$ cat config.mk
export PLATFORM = sky130hd
export DESIGN_NAME = line_crossing_occupancy_counter
export DESIGN_NICKNAME = d
export VERILOG_FILES = /design/src/hw/rtl/lcoc_pkg.sv /design/src/hw/rtl/line_crossing_occupancy_counter.sv /design/src/hw/rtl/lcoc_cfg.sv /design/src/hw/rtl/lcoc_line.sv
export SDC_FILE = /design/constraint.sdc
export NUM_CORES = 1
export LEC_CHECK = 0
export BUFFER_PORTS_ARGS = -buffer_cell sky130_fd_sc_hd__buf_4
export CAP_MARGIN = 0
export CORE_MARGIN = 8
export CORE_UTILIZATION = 60
export DETAILED_ROUTE_END_ITERATION = 7
export GPL_TIMING_DRIVEN = 1
export HOLD_SLACK_MARGIN = 0.02
export PLACE_DENSITY = 0.83
export SLEW_MARGIN = 20
export SYNTH_ARGS = -nofsm -noshare
export SYNTH_HDL_FRONTEND = slang
export SYNTH_HIERARCHICAL = 1
export SYNTH_SLANG_ARGS = --single-unit
export TNS_END_PERCENT = 10
$ cat constraint.sdc
create_clock -name clk -period 14.7 [get_ports clk]
set_clock_uncertainty 0.05 [all_clocks]
set_input_delay 0.735 -clock clk [delete_from_list [all_inputs] [get_ports clk]]
set_output_delay 0.735 -clock clk [all_outputs]
set_load 0.01 [all_outputs]
$ cat src/hw/rtl/lcoc_pkg.sv
// ----------------------------------------------------------------------------
// lcoc_pkg: shared types and constants
// Configuration layout, register indexes and event codes for the counter.
// ----------------------------------------------------------------------------
`timescale 1ns / 1ps
`default_nettype none

package lcoc_pkg;

	// field widths
	localparam int ANGLE_W   = 15;
	localparam int DIST_W    = 16;
	localparam int COOL_W    = 8;
	localparam int OCC_W     = 10;
	localparam int CFG_IDX_W = 3;
	localparam int CFG_DAT_W = 16;

	// saturation point of the elapsed-second counters
	localparam logic [COOL_W-1:0] ELAPSED_MAX = '1;

	// register indexes
	typedef enum logic [CFG_IDX_W-1:0] {
		REG_GATE_RANGE       = 3'd0,
		REG_ENTRY_ANGLE      = 3'd1,
		REG_EXIT_ANGLE       = 3'd2,
		REG_HALF_WIDTH       = 3'd3,
		REG_COOLDOWN_SECONDS = 3'd4,
		REG_SPOT_LIMIT       = 3'd5
	} reg_idx_t;

	// register reset values
	localparam logic [DIST_W-1:0]  RST_GATE_RANGE       = 16'd1500;
	localparam logic [ANGLE_W-1:0] RST_ENTRY_ANGLE      = 15'd5760;
	localparam logic [ANGLE_W-1:0] RST_EXIT_ANGLE       = 15'd17280;
	localparam logic [ANGLE_W-1:0] RST_HALF_WIDTH       = 15'd320;
	localparam logic [COOL_W-1:0]  RST_COOLDOWN_SECONDS = 8'd2;
	localparam logic [OCC_W-1:0]   RST_SPOT_LIMIT       = 10'd16;

	// event codes per line
	typedef enum logic [1:0] {
		EV_NONE    = 2'd0,
		EV_COUNTED = 2'd1,
		EV_IGNORED = 2'd2
	} ev_code_t;

	// configuration register set
	typedef struct packed {
		logic [DIST_W-1:0]  gate_range;
		logic [ANGLE_W-1:0] entry_angle;
		logic [ANGLE_W-1:0] exit_angle;
		logic [ANGLE_W-1:0] half_width;
		logic [COOL_W-1:0]  cooldown_seconds;
		logic [OCC_W-1:0]   spot_limit;
	} cfg_t;

	// per-line result of one request
	typedef struct packed {
		ev_code_t ev;
		logic     counted;
	} line_res_t;

endpackage

`default_nettype wire

$ cat src/hw/rtl/line_crossing_occupancy_counter.sv
// ----------------------------------------------------------------------------
// line_crossing_occupancy_counter: occupancy count from line crossings
// Path: an accepted request goes to the input register, then the result
// register. Throughput: one request per cycle while the receiver takes
// results, set by the combinational state update between the two registers.
// Reset: asynchronous, clears counters, window flags and handshake state;
// configuration returns to its default values.
// ----------------------------------------------------------------------------
`timescale 1ns / 1ps
`default_nettype none

module line_crossing_occupancy_counter (
	input  wire logic                           clk,
	input  wire logic                           arst_n,
	// configuration
	input  wire logic                           cfg_we,
	input  wire logic [lcoc_pkg::CFG_IDX_W-1:0] cfg_index,
	input  wire logic [lcoc_pkg::CFG_DAT_W-1:0] cfg_wdata,
	// request channel
	input  wire logic                           in_valid,
	output logic                                in_ready,
	input  wire logic                           kind,
	input  wire logic [lcoc_pkg::ANGLE_W-1:0]   angle,
	input  wire logic [lcoc_pkg::DIST_W-1:0]    distance,
	input  wire logic                           badge_recent,
	// result channel
	output logic                                out_valid,
	input  wire logic                           out_ready,
	output logic [1:0]                          entry_event,
	output logic [1:0]                          exit_event,
	output logic [lcoc_pkg::OCC_W-1:0]          occupancy
);

	lcoc_pkg::cfg_t      cfg;
	lcoc_pkg::line_res_t entry_res;
	lcoc_pkg::line_res_t exit_res;

	logic                         valid_s1;
	logic                         kind_s1;
	logic [lcoc_pkg::ANGLE_W-1:0] angle_s1;
	logic [lcoc_pkg::DIST_W-1:0]  distance_s1;
	logic                         badge_s1;

	logic                         out_valid_q;
	logic [1:0]                   entry_event_q;
	logic [1:0]                   exit_event_q;
	logic [lcoc_pkg::OCC_W-1:0]   occupancy_q;

	logic                         advance;
	logic                         sample_ok;
	logic [lcoc_pkg::OCC_W-1:0]   occ_mid;
	logic [lcoc_pkg::OCC_W-1:0]   occ_next;

	lcoc_cfg u_cfg (
		.clk       (clk),
		.arst_n    (arst_n),
		.cfg_we    (cfg_we),
		.cfg_index (cfg_index),
		.cfg_wdata (cfg_wdata),
		.cfg       (cfg)
	);

	// handshake: stage 1 moves on when the result register is free or drains
	assign advance  = valid_s1 && (!out_valid_q || out_ready);
	assign in_ready = !valid_s1 || advance;

	// input register
	always_ff @(posedge clk or negedge arst_n) begin
		if (!arst_n) begin
			valid_s1 <= 1'b0;
		end else if (in_ready) begin
			valid_s1 <= in_valid;
		end
	end

	always_ff @(posedge clk) begin
		if (in_valid && in_ready) begin
			kind_s1     <= kind;
			angle_s1    <= angle;
			distance_s1 <= distance;
			badge_s1    <= badge_recent;
		end
	end

	// distance gate for range samples
	assign sample_ok = !kind_s1 && (distance_s1 != '0)
		&& (distance_s1 <= cfg.gate_range);

	lcoc_line u_entry (
		.clk        (clk),
		.arst_n     (arst_n),
		.step       (advance),
		.is_tick    (kind_s1),
		.sample_ok  (sample_ok),
		.angle      (angle_s1),
		.line_angle (cfg.entry_angle),
		.window     (cfg.half_width),
		.cooldown   (cfg.cooldown_seconds),
		.badge      (badge_s1),
		.res        (entry_res)
	);

	lcoc_line u_exit (
		.clk        (clk),
		.arst_n     (arst_n),
		.step       (advance),
		.is_tick    (kind_s1),
		.sample_ok  (sample_ok),
		.angle      (angle_s1),
		.line_angle (cfg.exit_angle),
		.window     (cfg.half_width),
		.cooldown   (cfg.cooldown_seconds),
		.badge      (badge_s1),
		.res        (exit_res)
	);

	// occupancy update, entry before exit
	always_comb begin
		occ_mid = occupancy_q;
		if (entry_res.counted && (occupancy_q < cfg.spot_limit)) begin
			occ_mid = occupancy_q + 1'b1;
		end
		occ_next = occ_mid;
		if (exit_res.counted && (occ_mid != '0)) begin
			occ_next = occ_mid - 1'b1;
		end
	end

	// count state and result valid
	always_ff @(posedge clk or negedge arst_n) begin
		if (!arst_n) begin
			occupancy_q <= '0;
			out_valid_q <= 1'b0;
		end else begin
			if (advance) begin
				occupancy_q <= occ_next;
				out_valid_q <= 1'b1;
			end else if (out_ready) begin
				out_valid_q <= 1'b0;
			end
		end
	end

	// result payload
	always_ff @(posedge clk) begin
		if (advance) begin
			entry_event_q <= entry_res.ev;
			exit_event_q  <= exit_res.ev;
		end
	end

	assign out_valid   = out_valid_q;
	assign entry_event = entry_event_q;
	assign exit_event  = exit_event_q;
	assign occupancy   = occupancy_q;

endmodule

`default_nettype wire

$ cat src/hw/rtl/lcoc_cfg.sv
// ----------------------------------------------------------------------------
// lcoc_cfg: configuration registers
// Plain write port; writes to unknown indexes are dropped.
// ----------------------------------------------------------------------------
`timescale 1ns / 1ps
`default_nettype none

module lcoc_cfg (
	input  wire logic                           clk,
	input  wire logic                           arst_n,
	input  wire logic                           cfg_we,
	input  wire logic [lcoc_pkg::CFG_IDX_W-1:0] cfg_index,
	input  wire logic [lcoc_pkg::CFG_DAT_W-1:0] cfg_wdata,
	output lcoc_pkg::cfg_t                      cfg
);

	lcoc_pkg::cfg_t cfg_q;

	// register writes
	always_ff @(posedge clk or negedge arst_n) begin
		if (!arst_n) begin
			cfg_q.gate_range       <= lcoc_pkg::RST_GATE_RANGE;
			cfg_q.entry_angle      <= lcoc_pkg::RST_ENTRY_ANGLE;
			cfg_q.exit_angle       <= lcoc_pkg::RST_EXIT_ANGLE;
			cfg_q.half_width       <= lcoc_pkg::RST_HALF_WIDTH;
			cfg_q.cooldown_seconds <= lcoc_pkg::RST_COOLDOWN_SECONDS;
			cfg_q.spot_limit       <= lcoc_pkg::RST_SPOT_LIMIT;
		end else if (cfg_we) begin
			case (cfg_index)
				lcoc_pkg::REG_GATE_RANGE: begin
					cfg_q.gate_range <= cfg_wdata;
				end
				lcoc_pkg::REG_ENTRY_ANGLE: begin
					cfg_q.entry_angle <= cfg_wdata[lcoc_pkg::ANGLE_W-1:0];
				end
				lcoc_pkg::REG_EXIT_ANGLE: begin
					cfg_q.exit_angle <= cfg_wdata[lcoc_pkg::ANGLE_W-1:0];
				end
				lcoc_pkg::REG_HALF_WIDTH: begin
					cfg_q.half_width <= cfg_wdata[lcoc_pkg::ANGLE_W-1:0];
				end
				lcoc_pkg::REG_COOLDOWN_SECONDS: begin
					cfg_q.cooldown_seconds <= cfg_wdata[lcoc_pkg::COOL_W-1:0];
				end
				lcoc_pkg::REG_SPOT_LIMIT: begin
					cfg_q.spot_limit <= cfg_wdata[lcoc_pkg::OCC_W-1:0];
				end
				default: begin
				end
			endcase
		end
	end

	assign cfg = cfg_q;

endmodule

`default_nettype wire

$ cat src/hw/rtl/lcoc_line.sv
// ----------------------------------------------------------------------------
// lcoc_line: one line window
// Window test, inside flag, cooldown timer and event decision for one line.
// ----------------------------------------------------------------------------
`timescale 1ns / 1ps
`default_nettype none

module lcoc_line (
	input  wire logic                         clk,
	input  wire logic                         arst_n,
	input  wire logic                         step,
	input  wire logic                         is_tick,
	input  wire logic                         sample_ok,
	input  wire logic [lcoc_pkg::ANGLE_W-1:0] angle,
	input  wire logic [lcoc_pkg::ANGLE_W-1:0] line_angle,
	input  wire logic [lcoc_pkg::ANGLE_W-1:0] window,
	input  wire logic [lcoc_pkg::COOL_W-1:0]  cooldown,
	input  wire logic                         badge,
	output lcoc_pkg::line_res_t               res
);

	logic                         inside_q;
	logic [lcoc_pkg::COOL_W-1:0]  elapsed_q;
	logic [lcoc_pkg::ANGLE_W-1:0] diff;
	logic                         in_win;
	logic                         fire;

	// plain absolute difference, no wrap
	always_comb begin
		if (angle >= line_angle) begin
			diff = angle - line_angle;
		end else begin
			diff = line_angle - angle;
		end
	end

	assign in_win = (diff < window);
	assign fire   = sample_ok && in_win && !inside_q && (elapsed_q >= cooldown);

	// event decision
	always_comb begin
		res.counted = fire && !badge;
		if (!fire) begin
			res.ev = lcoc_pkg::EV_NONE;
		end else if (badge) begin
			res.ev = lcoc_pkg::EV_IGNORED;
		end else begin
			res.ev = lcoc_pkg::EV_COUNTED;
		end
	end

	// window flag and elapsed-second timer
	always_ff @(posedge clk or negedge arst_n) begin
		if (!arst_n) begin
			inside_q  <= 1'b0;
			elapsed_q <= '0;
		end else if (step) begin
			if (is_tick) begin
				if (elapsed_q != lcoc_pkg::ELAPSED_MAX) begin
					elapsed_q <= elapsed_q + 1'b1;
				end
			end else if (sample_ok) begin
				inside_q <= in_win;
				if (fire) begin
					elapsed_q <= '0;
				end
			end
		end
	end

endmodule

`default_nettype wire

After elaboration in Yosys (flattened, before gate mapping)
Cells that the tools add are included.
- register bits: 146
- word-level logic and storage cells: 98
- input port bits: 57
- $lt $le $gt $ge: 8
- mux-type cells: 15
- reduce and logical (&&, ||, !) cells: 38
- add/sub/neg operators: 8
- equality and inequality tests: 9
- bitwise operators: 1
- operator list (operator ; count):
    $mux 8 ; 8
    $sub 15x15->15 ; 4
    $ge 15x15->1 ; 2
    $lt 15x15->1 ; 2
    $mux 15 ; 2
    $mux 10 ; 2
    $add 8x1->8 const B ; 2
    $ge 8x8->1 ; 2
    $le 16x16->1 ; 1
    $ne 8x8->1 const B ; 2
    $reduce_bool 16->1 ; 1
    $logic_and 1x1->1 ; 14
    $reduce_and 2->1 ; 6
    $add 10x1->10 const B ; 1
    $lt 10x10->1 ; 1
    $reduce_bool 10->1 ; 1
    $sub 10x1->10 const B ; 1
    $reduce_and 4->1 ; 2
    $reduce_bool 2->1 ; 4
    $eq 3x2->1 const B ; 2
    $eq 3x3->1 const B ; 2
    $logic_not 1->1 ; 6
    $ne 2x1->1 const B ; 2
    $eq 3x1->1 const B ; 1
    other kinds (6) ; 8

Longest topological paths before layout
- word-level depth: 12
- depth in mapped cells: 30
- mapped depth without buffers: 28

Cells and area by module
Netlist, hierarchy kept.
- by module, submodules not included (module ; area an instance (µm²) ; cells an instance ; seq. area each (µm²) ; instances):
    lcoc_cfg ; 3050.4 ; 172 ; 2000.7 ; 1
    line_crossing_occupancy_counter ; 2889.0 ; 263 ; 1411.4 ; 1
    lcoc_line (u_exit) ; 2561.2 ; 331 ; 225.2 ; 1
    lcoc_line (u_entry) ; 2452.4 ; 321 ; 225.2 ; 1

Worst setup path after synthesis
No wires, ideal clock.
- kind: register -> register
- start: register u_cfg.cfg_q (netlist bit u_cfg/cfg[57])
- end: register occupancy_q (netlist bit occupancy[6])
- cell stages (with the launch flop): 30
- buffers on the path: 4
- setup slack: 8.490 ns
- data required time: 14.571 ns
- data arrival time: 6.081 ns
- setup time: 0.079 ns
- cell sequence: dfstp_2 -> ha_1 -> buf_2 -> and3_1 -> buf_6 -> and3_4 -> o311a_1 -> a211oi_2 -> o21a_1 -> buf_6 -> buf_12 -> mux2i_1 -> xnor2_1 -> ha_1 -> a21o_1 -> a221oi_1 -> a211o_1 -> o2111ai_1 -> nor3_1 -> nor2b_1 -> nand2_1 -> nor2_1 -> mux2i_1 -> ha_1 -> and2_1 -> nand3b_1 -> or3b_1 -> or3_1 -> a21oi_2 -> xor2_1
- RTL lines (item ; line ; source):
    from (decl) ; lcoc_cfg.sv:17 ; lcoc_pkg::cfg_t cfg_q;
    to (signal assigned) ; line_crossing_occupancy_counter.sv:136 ; occupancy_q <= occ_next;
    to (decl) ; line_crossing_occupancy_counter.sv:47 ; logic [lcoc_pkg::OCC_W-1:0] occupancy_q;

==> impl_results.md <==
- RSZ-0062 raised after global routing: false
- Antenna-violating nets left: 0
- Initial antenna violation count: 0
- Starting utilization of the core area: 61.0%
- CTS HTree Levels: 4
- CTS buffer count: 17
- Row count: 49
- Routability cong.: between 0.9 and 1
- Met1 Use GR: 30.4%
- Grt met3 use: 5.32%
- Num Clock Sinks: 146
- WP buf/inv: 1
- Share of cells above drive strength 1: 20.3%
- Crit-path max FO: 14
- Syn avg cell area: 10.1 um2
- Detailed Place HPWL: 20,100 um
- Hold buffer count at cts: 0
- Critical Path Stages: 26
- CTS tree: done
- CP Launch Type: register
- Setup violations, final: 0
- Die height: 151 um
- Number of flops mapped to enable cells by yosys: 37
- DRC viols: 0
- WP data required: 15.01 ns
- Syn Inst Count: 1,087
- Reg2reg path depth: 26
- Reg clk slew, reported paths: 0.07 ns
- Max transition margin: a little under a third
- Most Used Layer, Global Route: met2
- Wire per inst: 19.4 um
- Number of synthesis warnings: 6
- Largest net degree at the start of global routing: 58
- Status: finished, final reports clean
- Tightest Pin Transition: 1.03 ns
- VDD IR max: 0.108 mV
- IO Pins: 73
- Area share of the largest cell type after synthesis: 20.6%
- Vias per inst: about 6.1
- Post-synthesis cell area: 11,000 um2
- Inserted Diodes: 0
- Final Max Slew Viols: 0
- Core area: roughly 18,000 um2
- DR vias: 8,405
- Leak: 5.77 nW
- Initial DRC Count: 579
- Total global-route track usage: 24.2%
- Clk_lat worst skew: ~0.43 ns
- Clock Tree Root: clkbuf_16
- Area leader, netlist: dfrtp_1
- Port buffer count: 72
- CP top delay family: simple AND/OR/NAND/NOR gates
- CP arrival: 7.58 ns
- Yosys cell types: 84
- Max incr delay on CP: slightly below 0.7 ns
- Max Clock Freq: 138 MHz
- Most used cell, CP: ha_1
- Total die area: 22,800 um2
- Synth Flop Type: dfrtp_1
- Synth area leaders: dfrtp_1, ha_1, edfxtp_1, mux2_2, inv_1
- Pwr dens: 153 nW/um2
- CTS resizes: 0
- Vias in the first global route: 8,456
- Max Buffers Root-to-Sink: 2
- Syn Nets: 1,281
- Met2 usage: 39.8%
- Post-synthesis sequential area ratio: between 30% and 40%
- Setup tns final: 0 ns
- Cell count after placement: roughly 1,300
- FFs w/ async S/R, synth: 74.7%
- Final critical-path required period: 7.27 ns
- MaxCap Viol Count: 0
- Gr ovfl total: 0
- Width of the die: 151 um
- Post-layout nets: 1,332
- Final hold violation count: 0
- Post-route non-filler standard cell count: 1,380
- 1st-pass router iterations: 5
- Fin crit share: 49.5%
- CP Capture Type: register
- Min-Delay Path Class: input port to asynchronous set/reset pin
- Synth Register Bits: between 100 and 150
- Crit Path Class: register to register
- Final Routed Wirelength: 26,800 um
- First-pass GRT wire length: 43,100 um
- Postcts setup bufs: 0
- CP max-delay cell: o21a_1
- Layout area overhead: 10.0%
## per-stage QoR
step	worst slack (ns)	power (W)	hold slack, ns	instance area (um2)	util (%)
final	7.43	0.00184	0.334	12000	67.1
after global routing	6.84	0.00197	0.388	12000	67.1
after CTS	7.49	0.00183	0.344	12000	67.1
after global placement	7.76	0.00138	0.422	11500	64.0
after floorplan	8.49	0.00120	0.389	11000	-
after detailed placement	7.50	0.00141	0.430	11500	64.0
## worst reg2reg max path, stage by stage, from the launching register on
cell and delay, ns:
edfxtp_1 0.50, inv_1 0.14, ha_1 0.35, nand2b_1 0.11, a21oi_1 0.11, o311a_1 0.32
a211oi_2 0.28, o21a_1 0.68, mux2i_1 0.30, xnor2_1 0.15, ha_1 0.26, a21o_1 0.18
a221oi_1 0.28, a211o_1 0.20, o2111ai_1 0.19, nor3_1 0.27, nor2b_1 0.43, nand2_1 0.13
nor2_1 0.45, mux2i_1 0.30, ha_1 0.19, and2_1 0.18, nand3b_1 0.10, or3b_1 0.40
or3_1 0.34, a21oi_2 0.15, xor2_1 0.15
## per-layer routing
metal,vias up,share of wire (%)
met5,-,0
met4,0,2.5
met3,52,6.2
met2,285,48
met1,4097,43
li1,3971,-
## layout make-up
type	count	area (um2)
fillers	1398	5910
inverters	146	548
flip-flops and latches	146	3860
repair buffers	75	563
well taps	229	287
multi-input cells	752	6240
clock inverters	14	119
clock buffers	18	429
## sequential cells by signal, indices dropped and copies added, names as in the netlist, 2 cells and up
register and cells:
occupancy 10, u_entry/elapsed_q 8, angle_s1 15, exit_event 2, u_exit/elapsed_q 8, entry_event 2
u_cfg/cfg 79, distance_s1 16
## path summary, 6_finish.rpt
check                                      start                to  slack (ns)
max in group asynchronous                 arst_n      u_cfg/cfg[3]       13.08
worst min register to register  u_entry/inside_q  u_entry/inside_q        0.44
worst min-delay path                      arst_n          valid_s1        0.33
min in group clk                    badge_recent          badge_s1        0.43
worst max register to register       angle_s1[1]      occupancy[6]        7.43
worst max-delay path                 angle_s1[1]      occupancy[6]        7.43
## cell usage in the layout, fill, tap and decap left out, types with 8 or more instances in the layout
cell / netlist / layout
a31oi_1: 13 / 13
dfrtp_1: 90 / 90
xnor2_1: 30 / 30
xor2_1: 18 / 18
clkbuf_16: 0 / 17
nand2_1: 35 / 35
nor2_1: 44 / 44
and2_1: 9 / 8
o21ai_0: 30 / 30
o21a_1: 16 / 16
buf_4: 5 / 75
nor4_1: 8 / 8
o31ai_1: 8 / 8
o21ai_1: 12 / 12
mux2_2: 81 / 81
o21bai_1: 8 / 8
a21o_1: 39 / 39
nand3_1: 19 / 19
nor3_1: 13 / 13
and3_1: 13 / 13
dfstp_2: 19 / 19
ha_1: 133 / 133
edfxtp_1: 37 / 37
inv_1: 145 / 145
a21oi_1: 54 / 54
mux2i_1: 26 / 26
nor2b_1: 10 / 10
nand2b_1: 16 / 16
nand4_1: 22 / 22
## where the power goes
part           switching [W]  internal, W  leakage (nW)
Sequential         0.0000908     0.000508          1.65
Combinational       0.000452     0.000376          3.86
Clock               0.000190     0.000221         0.266
Total               0.000733      0.00110          5.77
## cell families after synthesis
family          count (synthesis)  share of synthesized area, %
compound gates                236                          14.8
xor+xnor                       48                          3.84
fa+ha+maj                     137                          15.9
buf+inv                       189                          7.77
flops                         146                          35.3
mux                           109                          10.9
simple gates                  222                          11.5
## synthesized netlist by cell type, types with 7 or more instances
| master | n |
|---|---|
| nand3_1 | 19 |
| dfstp_2 | 19 |
| and3_1 | 13 |
| buf_2 | 15 |
| buf_6 | 10 |
| o21ai_1 | 12 |
| nor4_1 | 8 |
| a21o_1 | 39 |
| and2_1 | 9 |
| o31ai_1 | 8 |
| xor2_1 | 18 |
| o21ai_0 | 30 |
| nand4_1 | 22 |
| nand2_1 | 35 |
| mux2i_1 | 26 |
| mux2_2 | 81 |
| clkbuf_1 | 10 |
| o21bai_1 | 8 |
| a31oi_1 | 13 |
| ha_1 | 133 |
| edfxtp_1 | 37 |
| nor3_1 | 13 |
| dfrtp_1 | 90 |
| o211ai_1 | 7 |
| o21a_1 | 16 |
| nor2_1 | 44 |
| nor2b_1 | 10 |
| a21oi_1 | 54 |
| inv_1 | 145 |
| nand2b_1 | 16 |
| xnor2_1 | 30 |
Note: power is estimated with default switching activity, not from simulation.
